--- src/sv/utf8vtc_pkg.sv ---
// Package with shared types, constants and the whitespace classifier of the UTF-8 trim counter.
package utf8vtc_pkg;

    // Fixed widths of the result fields and of the limit register.
    localparam int TB_W  = 9;
    localparam int TE_W  = 10;
    localparam int CNT_W = 10;
    localparam int MAXCP_W = 10;
    localparam logic [MAXCP_W-1:0] MAXCP_RESET = 10'd80;

    // Codepoint value width.
    localparam int CP_W = 21;

    // Lead byte and range limits of strict UTF-8.
    localparam logic [7:0] LEAD2_MIN = 8'hC2;
    localparam logic [7:0] LEAD2_MAX = 8'hDF;
    localparam logic [7:0] LEAD3_MIN = 8'hE0;
    localparam logic [7:0] LEAD3_MAX = 8'hEF;
    localparam logic [7:0] LEAD4_MIN = 8'hF0;
    localparam logic [7:0] LEAD4_MAX = 8'hF4;
    localparam logic [CP_W-1:0] CP_MIN3    = 21'h000800;
    localparam logic [CP_W-1:0] CP_MIN4    = 21'h010000;
    localparam logic [CP_W-1:0] CP_SURR_LO = 21'h00D800;
    localparam logic [CP_W-1:0] CP_SURR_HI = 21'h00DFFF;
    localparam logic [CP_W-1:0] CP_MAX     = 21'h10FFFF;

    // Sequence lengths.
    localparam logic [2:0] SEQ_LEN1 = 3'd1;
    localparam logic [2:0] SEQ_LEN2 = 3'd2;
    localparam logic [2:0] SEQ_LEN3 = 3'd3;
    localparam logic [2:0] SEQ_LEN4 = 3'd4;

    typedef enum logic [2:0] {
        ST_OK       = 3'd0,
        ST_INVALID  = 3'd1,
        ST_EMPTY    = 3'd2,
        ST_TOO_MANY = 3'd3,
        ST_TOO_LONG = 3'd4
    } t_status;

    // Decoder state carried from byte to byte.
    typedef struct packed {
        logic [1:0]      pending;
        logic [2:0]      seq_len;
        logic [CP_W-1:0] partial;
    } t_dec_state;

    // What one byte did to the decoder.
    typedef struct packed {
        logic lead;   // byte opened a new sequence
        logic done;   // byte completed a codepoint
        logic space;  // completed codepoint is whitespace
        logic bad;    // byte is not legal here
    } t_dec_evt;

    function automatic logic is_space(input logic [CP_W-1:0] cp);
        logic res;
        res = (cp == 21'h20) || (cp >= 21'h09 && cp <= 21'h0D) || (cp == 21'h85) ||
              (cp == 21'hA0) || (cp == 21'h1680) ||
              (cp >= 21'h2000 && cp <= 21'h200A) || (cp == 21'h2028) ||
              (cp == 21'h2029) || (cp == 21'h202F) || (cp == 21'h205F) ||
              (cp == 21'h3000);
        return res;
    endfunction

endpackage

--- src/sv/utf8vtc_top.sv ---
// Top level of the streaming UTF-8 validator with whitespace trim and codepoint count.
//
// Channel  Dir  Handshake                 Payload
// in       in   i_in_valid / o_in_stall   i_data_byte, i_byte_present, i_end_of_text
// out      out  o_out_valid / i_out_stall o_status, o_trim_begin, o_trim_end,
//                                         o_cp_count
// cfg      in   i_cfg_valid / o_cfg_ready i_cfg_data (max_codepoints)
//
// One beat is taken every cycle unless the input stalls; each input beat lands in an
// input register and is decoded from there by one pass of combinational logic into
// the text state. A verdict is loaded into the result register when its end-of-text
// beat leaves the input register.
// Bytes keep flowing while a verdict waits; only an end-of-text beat waits for the
// result register to drain, so the input stalls only behind an unconsumed verdict.
// Reset (synchronous, active low) clears the text state and sets the limit to 80.
module utf8_validate_trim_count
    import utf8vtc_pkg::*;
#(
    parameter int MAX_TEXT_BYTES = 512
) (
    input  logic               i_clk,
    input  logic               i_rst_n,
    input  logic               i_in_valid,
    output logic               o_in_stall,
    input  logic [7:0]         i_data_byte,
    input  logic               i_byte_present,
    input  logic               i_end_of_text,
    output logic               o_out_valid,
    input  logic               i_out_stall,
    output logic [2:0]         o_status,
    output logic [TB_W-1:0]    o_trim_begin,
    output logic [TE_W-1:0]    o_trim_end,
    output logic [CNT_W-1:0]   o_cp_count,
    input  logic               i_cfg_valid,
    output logic               o_cfg_ready,
    input  logic [MAXCP_W-1:0] i_cfg_data
);

    // Positions and codepoint indices both run from zero up to MAX_TEXT_BYTES.
    localparam int PW = $clog2(MAX_TEXT_BYTES + 1);
    localparam logic [PW-1:0] POS_LIMIT = PW'(MAX_TEXT_BYTES);

    // Input register.
    logic       r_s1_valid;
    logic [7:0] r_s1_byte;
    logic       r_s1_present;
    logic       r_s1_end;

    // Text state.
    t_dec_state          r_dec, n_dec;
    logic [PW-1:0]       r_pos, n_pos;
    logic [PW-1:0]       r_seq_start, n_seq_start;
    logic [PW-1:0]       r_cp_idx, n_cp_idx;
    logic                r_found, n_found;
    logic [PW-1:0]       r_first_off, n_first_off;
    logic [PW-1:0]       r_first_idx, n_first_idx;
    logic [PW-1:0]       r_last_end, n_last_end;
    logic [PW-1:0]       r_last_idx, n_last_idx;
    t_status             r_err, n_err;
    logic [MAXCP_W-1:0]  r_max_cp;

    // Result register.
    logic               r_out_valid;
    t_status            r_status, n_status;
    logic [TB_W-1:0]    r_tb, n_tb;
    logic [TE_W-1:0]    r_te, n_te;
    logic [CNT_W-1:0]   r_cnt, n_cnt;

    t_dec_state w_dec_next;
    t_dec_evt   w_evt;
    logic       w_out_free;
    logic       w_s1_adv;
    logic       w_in_accept;
    logic [PW-1:0] w_pos_inc;
    logic [PW-1:0] w_cp_start;
    logic [PW-1:0] w_span_cnt;
    logic [31:0]   w_first32;
    logic [31:0]   w_last32;
    logic [31:0]   w_cnt32;

    // The output register frees up this cycle if empty or being taken.
    assign w_out_free  = !r_out_valid || !i_out_stall;
    // Ordinary bytes always move on; an end-of-text beat needs room for its verdict.
    assign w_s1_adv    = r_s1_valid && (!r_s1_end || w_out_free);
    assign o_in_stall  = r_s1_valid && !w_s1_adv;
    assign w_in_accept = i_in_valid && !o_in_stall;
    assign o_cfg_ready = 1'b1;

    utf8vtc_decode u_decode (
        .i_byte (r_s1_byte),
        .i_cur  (r_dec),
        .o_next (w_dec_next),
        .o_evt  (w_evt)
    );

    assign w_pos_inc  = r_pos + 1'b1;
    // A one-byte codepoint starts at the current byte; longer ones at their lead byte.
    assign w_cp_start = w_evt.lead ? r_pos : r_seq_start;

    // Input register: loads whenever the stage is open.
    always_ff @(posedge i_clk) begin
        if (!i_rst_n) begin
            r_s1_valid <= 1'b0;
        end else if (!o_in_stall) begin
            r_s1_valid <= i_in_valid;
        end
        if (w_in_accept) begin
            r_s1_byte    <= i_data_byte;
            r_s1_present <= i_byte_present;
            r_s1_end     <= i_end_of_text;
        end
    end

    // One pass over the registered beat: decode, track the trimmed span, and at
    // end of text form the verdict and clear for the next text.
    always_comb begin
        n_dec       = r_dec;
        n_pos       = r_pos;
        n_seq_start = r_seq_start;
        n_cp_idx    = r_cp_idx;
        n_found     = r_found;
        n_first_off = r_first_off;
        n_first_idx = r_first_idx;
        n_last_end  = r_last_end;
        n_last_idx  = r_last_idx;
        n_err       = r_err;
        n_status    = ST_OK;
        n_tb        = '0;
        n_te        = '0;
        n_cnt       = '0;
        w_span_cnt  = '0;
        w_first32   = '0;
        w_last32    = '0;
        w_cnt32     = '0;

        if (r_s1_present && r_err == ST_OK) begin
            if (r_pos == POS_LIMIT) begin
                n_err = ST_TOO_LONG;
            end else begin
                n_dec = w_dec_next;
                n_pos = w_pos_inc;
                if (w_evt.lead) begin
                    n_seq_start = r_pos;
                end
                if (w_evt.bad) begin
                    n_err = ST_INVALID;
                end
                if (w_evt.done) begin
                    if (!w_evt.space) begin
                        if (!r_found) begin
                            n_found     = 1'b1;
                            n_first_off = w_cp_start;
                            n_first_idx = r_cp_idx;
                        end
                        n_last_end = w_pos_inc;
                        n_last_idx = r_cp_idx;
                    end
                    n_cp_idx = r_cp_idx + 1'b1;
                end
            end
        end

        if (r_s1_end) begin
            // A sequence cut off by the end of the text is invalid.
            if (n_err == ST_OK && n_dec.pending != 2'd0) begin
                n_err = ST_INVALID;
            end
            w_span_cnt = n_last_idx - n_first_idx + 1'b1;
            w_first32  = 32'(n_first_off);
            w_last32   = 32'(n_last_end);
            w_cnt32    = 32'(w_span_cnt);
            if (n_err != ST_OK) begin
                n_status = n_err;
            end else if (!n_found) begin
                n_status = ST_EMPTY;
            end else begin
                n_tb     = w_first32[TB_W-1:0];
                n_te     = w_last32[TE_W-1:0];
                n_cnt    = w_cnt32[CNT_W-1:0];
                n_status = (w_cnt32 > 32'(r_max_cp)) ? ST_TOO_MANY : ST_OK;
            end
            n_dec       = '0;
            n_pos       = '0;
            n_seq_start = '0;
            n_cp_idx    = '0;
            n_found     = 1'b0;
            n_first_off = '0;
            n_first_idx = '0;
            n_last_end  = '0;
            n_last_idx  = '0;
            n_err       = ST_OK;
        end
    end

    always_ff @(posedge i_clk) begin
        if (!i_rst_n) begin
            r_dec       <= '0;
            r_pos       <= '0;
            r_seq_start <= '0;
            r_cp_idx    <= '0;
            r_found     <= 1'b0;
            r_first_off <= '0;
            r_first_idx <= '0;
            r_last_end  <= '0;
            r_last_idx  <= '0;
            r_err       <= ST_OK;
        end else if (w_s1_adv) begin
            r_dec       <= n_dec;
            r_pos       <= n_pos;
            r_seq_start <= n_seq_start;
            r_cp_idx    <= n_cp_idx;
            r_found     <= n_found;
            r_first_off <= n_first_off;
            r_first_idx <= n_first_idx;
            r_last_end  <= n_last_end;
            r_last_idx  <= n_last_idx;
            r_err       <= n_err;
        end
    end

    // Limit register; to be written only between texts, which the user must ensure, unenforced by the block.
    always_ff @(posedge i_clk) begin
        if (!i_rst_n) begin
            r_max_cp <= MAXCP_RESET;
        end else if (i_cfg_valid && o_cfg_ready) begin
            r_max_cp <= i_cfg_data;
        end
    end

    // Result register: loads a verdict, empties when the consumer takes it.
    always_ff @(posedge i_clk) begin
        if (!i_rst_n) begin
            r_out_valid <= 1'b0;
        end else if (w_s1_adv && r_s1_end) begin
            r_out_valid <= 1'b1;
        end else if (!i_out_stall) begin
            r_out_valid <= 1'b0;
        end
        if (w_s1_adv && r_s1_end) begin
            r_status <= n_status;
            r_tb     <= n_tb;
            r_te     <= n_te;
            r_cnt    <= n_cnt;
        end
    end

    assign o_out_valid  = r_out_valid;
    assign o_status     = r_status;
    assign o_trim_begin = r_tb;
    assign o_trim_end   = r_te;
    assign o_cp_count   = r_cnt;

    // After an end-of-text beat is processed, the text state starts over.
    a_clear_after_end: assert property (@(posedge i_clk) disable iff (!i_rst_n)
        (w_s1_adv && r_s1_end) |=> (r_pos == '0 && r_err == ST_OK && !r_found &&
                                    r_dec.pending == 2'd0))
        else $error("text state not cleared after end of text");

    // The byte position never passes the text limit.
    a_pos_bound: assert property (@(posedge i_clk) disable iff (!i_rst_n)
        r_pos <= POS_LIMIT)
        else $error("byte position beyond limit");

    // The last non-whitespace codepoint never precedes the first one.
    a_span_order: assert property (@(posedge i_clk) disable iff (!i_rst_n)
        r_found |-> (r_last_idx >= r_first_idx && r_last_end > r_first_off))
        else $error("trimmed span out of order");

    // Verdicts without a span carry zero fields.
    a_zero_fields: assert property (@(posedge i_clk) disable iff (!i_rst_n)
        (r_out_valid && (r_status == ST_INVALID || r_status == ST_EMPTY ||
                         r_status == ST_TOO_LONG))
        |-> (r_tb == '0 && r_te == '0 && r_cnt == '0))
        else $error("nonzero span on an error verdict");

endmodule

--- src/sv/utf8vtc_decode.sv ---
// Single-byte strict UTF-8 decoder step: next decoder state and byte events.
module utf8vtc_decode
    import utf8vtc_pkg::*;
(
    input  logic [7:0] i_byte,
    input  t_dec_state i_cur,
    output t_dec_state o_next,
    output t_dec_evt   o_evt
);

    logic [CP_W-1:0] w_cont;
    logic [CP_W-1:0] w_cp;

    assign w_cont = {i_cur.partial[CP_W-7:0], i_byte[5:0]};

    always_comb begin
        o_next = i_cur;
        o_evt  = '0;
        w_cp   = '0;
        if (i_cur.pending == 2'd0) begin
            if (!i_byte[7]) begin
                o_evt.lead     = 1'b1;
                o_evt.done     = 1'b1;
                o_next.seq_len = SEQ_LEN1;
                o_next.partial = {{(CP_W-8){1'b0}}, i_byte};
                w_cp           = {{(CP_W-8){1'b0}}, i_byte};
            end else if (i_byte >= LEAD2_MIN && i_byte <= LEAD2_MAX) begin
                o_evt.lead     = 1'b1;
                o_next.seq_len = SEQ_LEN2;
                o_next.partial = {{(CP_W-5){1'b0}}, i_byte[4:0]};
                o_next.pending = 2'd1;
            end else if (i_byte >= LEAD3_MIN && i_byte <= LEAD3_MAX) begin
                o_evt.lead     = 1'b1;
                o_next.seq_len = SEQ_LEN3;
                o_next.partial = {{(CP_W-4){1'b0}}, i_byte[3:0]};
                o_next.pending = 2'd2;
            end else if (i_byte >= LEAD4_MIN && i_byte <= LEAD4_MAX) begin
                o_evt.lead     = 1'b1;
                o_next.seq_len = SEQ_LEN4;
                o_next.partial = {{(CP_W-3){1'b0}}, i_byte[2:0]};
                o_next.pending = 2'd3;
            end else begin
                o_evt.bad = 1'b1;
            end
        end else if (i_byte[7:6] != 2'b10) begin
            o_evt.bad = 1'b1;
        end else begin
            o_next.partial = w_cont;
            o_next.pending = i_cur.pending - 2'd1;
            if (i_cur.pending == 2'd1) begin
                if ((i_cur.seq_len == SEQ_LEN3 && w_cont < CP_MIN3) ||
                    (i_cur.seq_len == SEQ_LEN4 && w_cont < CP_MIN4) ||
                    (w_cont >= CP_SURR_LO && w_cont <= CP_SURR_HI) ||
                    (w_cont > CP_MAX)) begin
                    o_evt.bad = 1'b1;
                end else begin
                    o_evt.done = 1'b1;
                    w_cp       = w_cont;
                end
            end
        end
        if (o_evt.done) begin
            o_next.seq_len = 3'd0;
            o_evt.space    = is_space(w_cp);
        end
    end

endmodule
--- config.mk ---
export PLATFORM = sky130hd
export DESIGN_NAME = utf8_validate_trim_count
export DESIGN_NICKNAME = d
export VERILOG_FILES = /design/src/sv/utf8vtc_pkg.sv /design/src/sv/utf8vtc_top.sv /design/src/sv/utf8vtc_decode.sv
export SDC_FILE = /design/constraint.sdc
export NUM_CORES = 1
export LEC_CHECK = 0
export ABC_AREA = 0
export BUFFER_PORTS_ARGS = -buffer_cell sky130_fd_sc_hd__clkbuf_2
export CAP_MARGIN = 5
export CELL_PAD_IN_SITES_DETAIL_PLACEMENT = 0
export CELL_PAD_IN_SITES_GLOBAL_PLACEMENT = 1
export CORE_MARGIN = 5
export CORE_UTILIZATION = 43
export CTS_CLUSTER_DIAMETER = 60
export CTS_CLUSTER_SIZE = 12
export DETAILED_ROUTE_END_ITERATION = 8
export PLACE_DENSITY = 0.75
export SLEW_MARGIN = 0
export SYNTH_ARGS = -nofsm -noshare
export SYNTH_HDL_FRONTEND = slang
export SYNTH_HIERARCHICAL = 1
export SYNTH_SLANG_ARGS = --single-unit
export TNS_END_PERCENT = 50
--- constraint.sdc ---
create_clock -name i_clk -period 6.8 [get_ports i_clk]
set_input_delay 1.7 -clock i_clk [delete_from_list [all_inputs] [get_ports i_clk]]
set_output_delay 1.7 -clock i_clk [all_outputs]
set_load 0.02 [all_outputs]
==> out/results.ini <==
[power_and_ir_drop]
totalPowerFinal_w = 0.00207
ir_drop_mv = 0.168
p_leak_nw = 3.40
power.density_cell_area_nw_per_um2 = 229

[drt]
drt-wirelength-per-cell_um = 17.4
antenna_violating_nets_left = 0
finalWirelength_mm = 19.7
detailedRoute.firstPassIterationCount = 5
drcViolationCount = 0
dr.first_iter.drc_count = 429
viasPerCell = 5.67
vias = 6414

[logic_synthesis]
synth.avg_cell_area_um2 = 9.45
synthesis.nets = 905
synth_cells = 847
netlist_area_um2 = 8000
yosys_warnings = 6

[die]
start_util_pct = 44.1
dieArea_um2 = 21400
fp-row-count = 49
fp.dieW_um = 146
core_area_um2 = 18100
top_level_ports = 60
y_dimension_of_the_die_um = 146

[clock_tree]
htreeDepth = 4
cts_buffers = 17
cts-root-buf = sky130_fd_sc_hd__clkbuf_16
sink_count_of_the_clock_tree = 146
cts_buffer_depth = 2
clk_pin_slew_worst_paths_ps = 60
cts_tree = yes
cts_hold_buf = 0
insertion_delay_ps = 430

[timing]
clock.fmax_mhz = 155
rsz0062_at_grt = no
max_slew.worst_pin.slew_ps = 1230
final.setup.tns_ps = 0
setup_viol = 0
slew_violations = 0
headroom_to_the_max_slew_limit_pct = 17.4
hold_viol = 0
period_needed_ps = 6460
fin_worst_skew_ps = 11.1
timing.final.crit_share_pct = 95.0

[finish]
insertedDiodeCount = 0
area_growth_pct = 13.1
post-route-util_pct = 49.9
drive_gt1_share_pct = 16.2
nNetsFinal = 948

[worst_hold_path]
holdCritPathClass = flip-flop to flip-flop

[placed_design]
post_dp_hpwl_mm = 13.8
routabilityCongestion = 0.912
port_buffers = 58

[critical_path]
timing.setup.critical_path_class = flip-flop to flip-flop
cp_num_buf_inv = 2
cp_slowest_stage_delay_ps = 570
cp-end-kind = flip-flop
critical-path-slowest-cell = sky130_fd_sc_hd__or4_4
worst_setup_path_start_kind = flip-flop
list_of_cells_traversed_by_the_critical_path = or4_4 > nand4bb_1 > o211ai_2 > a21oi_1 > o31ai_1 > o211ai_1 > buf_4 > nor3_2 > mux2_2 > ha_1 > inv_1 > ha_1 > fa_1 > a21o_1 > a21oi_1 > o21ai_0 > o41ai_1 > o31a_1 > nor2_1 > ha_1 > a21o_1 > o41ai_1 > nor2_1 > o221a_2
critical_path_required_ps = 6980
worst_ep_arrival_time_ps = 6640
critPathTopFamily = compound AO/OA/AOI/OAI gates
path_max_fanout = 11
cpMostUsedCell = sky130_fd_sc_hd__ha_1

[status]
status = complete, no violations

[grt]
gr-total-overflow = 0
grt_pass1_vias = 6089
pin_count_of_the_biggest_net_entering_global_routing = 64
grt_first_pass_wirelength_mm = 32.2
grt_antenna_before_repair = 0
grt.total_usage_pct = 18.4

[flow_run]
drv_cap = 0

layer usage:
metal  global-route usage (%)  routed length [um]  vias to the layer above
met1                     25.8                9620                     3021
met4                     4.19                 239                        0
met5                        0                   0                        -
met2                     29.4                8850                      196
li1                         -                   -                     3174
met3                     3.66                 996                       23
placed cells by master (no fill, tap or decap), types with 13 or more instances in the layout:
| master | count |
|---|---|
| sky130_fd_sc_hd__clkbuf_16 | 17 |
| sky130_fd_sc_hd__buf_4 | 20 |
| sky130_fd_sc_hd__o21ai_0 | 40 |
| sky130_fd_sc_hd__nor2b_1 | 66 |
| sky130_fd_sc_hd__nor2_1 | 78 |
| sky130_fd_sc_hd__nand2_1 | 53 |
| sky130_fd_sc_hd__a211oi_1 | 13 |
| sky130_fd_sc_hd__a21oi_1 | 29 |
| sky130_fd_sc_hd__inv_1 | 33 |
| sky130_fd_sc_hd__ha_1 | 32 |
| sky130_fd_sc_hd__nor3_1 | 18 |
| sky130_fd_sc_hd__mux2i_1 | 27 |
| sky130_fd_sc_hd__xnor2_1 | 14 |
| sky130_fd_sc_hd__clkbuf_2 | 58 |
| sky130_fd_sc_hd__edfxtp_1 | 42 |
| sky130_fd_sc_hd__dfxtp_1 | 104 |
| sky130_fd_sc_hd__nand3_1 | 14 |
| sky130_fd_sc_hd__a22oi_1 | 56 |
layout make-up:
type / instances / area, um^2
Fill cell: 1693 / 9100
Clock buffer: 17 / 425
Timing Repair Buffer: 79 / 452
Sequential cell: 146 / 3340
Tap cell: 229 / 287
Clock inverter: 15 / 191
Inverter: 34 / 128
Multi-Input combinational cell: 612 / 4220
final timing paths:
kind                       start        endpoint  slack (ps)  cells past startpoint
hold reg to reg   r_first_idx[4]  r_first_idx[4]         450                      2
setup reg to reg        r_dec[7]     o_status[0]         340                     24
setup / recovery        r_dec[7]     o_status[0]         340                     24
hold / removal    r_first_idx[4]  r_first_idx[4]         450                      2
metrics by stage:
step           worst slack, ps  hold slack (ps)  cells  instance area [um^2]
6_report                   339              451   1132                  9050
3_5_place_dp               283              442   1098                  8410
5_1_grt                   15.6              479   1132                  9050
2_1_floorplan              476              424    847                  8000
3_3_place_gp               455              435   1098                  8410
4_1_cts                    217              456   1130                  9030
what timing repair did:
item | CTS | global route
buffers inserted | 0 | 2
gates resized for setup | 0 | 1
endpoints found under the setup margin | 0 | 2
state kept, by name, summed over array words and instances, names as in the netlist, 3 cells and up:
name / flops
r_last_end: 10
r_first_idx: 10
o_cp_count: 10
o_trim_begin: 9
r_first_off: 9
r_cp_idx: 10
r_seq_start: 9
r_s1_byte: 8
o_status: 3
r_pos: 10
o_trim_end: 10
r_last_idx: 10
r_dec: 20
r_err: 3
r_max_cp: 10
power by group:
part / internal [W] / leakage (nW) / switching (W) / total (W)
sequential: 0.000907 / 1.25 / 0.0000125 / 0.000920
clock: 0.000588 / 0.304 / 0.000402 / 0.000990
combinational: 0.0000573 / 1.84 / 0.000102 / 0.000159
total: 0.00155 / 3.40 / 0.000517 / 0.00207
worst register-to-register path, cell delays in order, from the launching register on:
cell and delay (ps):
sky130_fd_sc_hd__dfxtp_1 430, sky130_fd_sc_hd__or4_4 570, sky130_fd_sc_hd__nand4bb_1 260, sky130_fd_sc_hd__o211ai_2 210, sky130_fd_sc_hd__a21oi_1 80, sky130_fd_sc_hd__o31ai_1 280, sky130_fd_sc_hd__o211ai_1 130, sky130_fd_sc_hd__buf_4 170
sky130_fd_sc_hd__nor3_2 230, sky130_fd_sc_hd__mux2_2 380, sky130_fd_sc_hd__ha_1 280, sky130_fd_sc_hd__inv_1 40, sky130_fd_sc_hd__ha_1 210, sky130_fd_sc_hd__fa_1 410, sky130_fd_sc_hd__a21o_1 180, sky130_fd_sc_hd__a21oi_1 210
sky130_fd_sc_hd__o21ai_0 160, sky130_fd_sc_hd__o41ai_1 390, sky130_fd_sc_hd__o31a_1 250, sky130_fd_sc_hd__nor2_1 50, sky130_fd_sc_hd__ha_1 320, sky130_fd_sc_hd__a21o_1 210, sky130_fd_sc_hd__o41ai_1 410, sky130_fd_sc_hd__nor2_1 100
sky130_fd_sc_hd__o221a_2 250
Power figures use the tool's default switching activity.
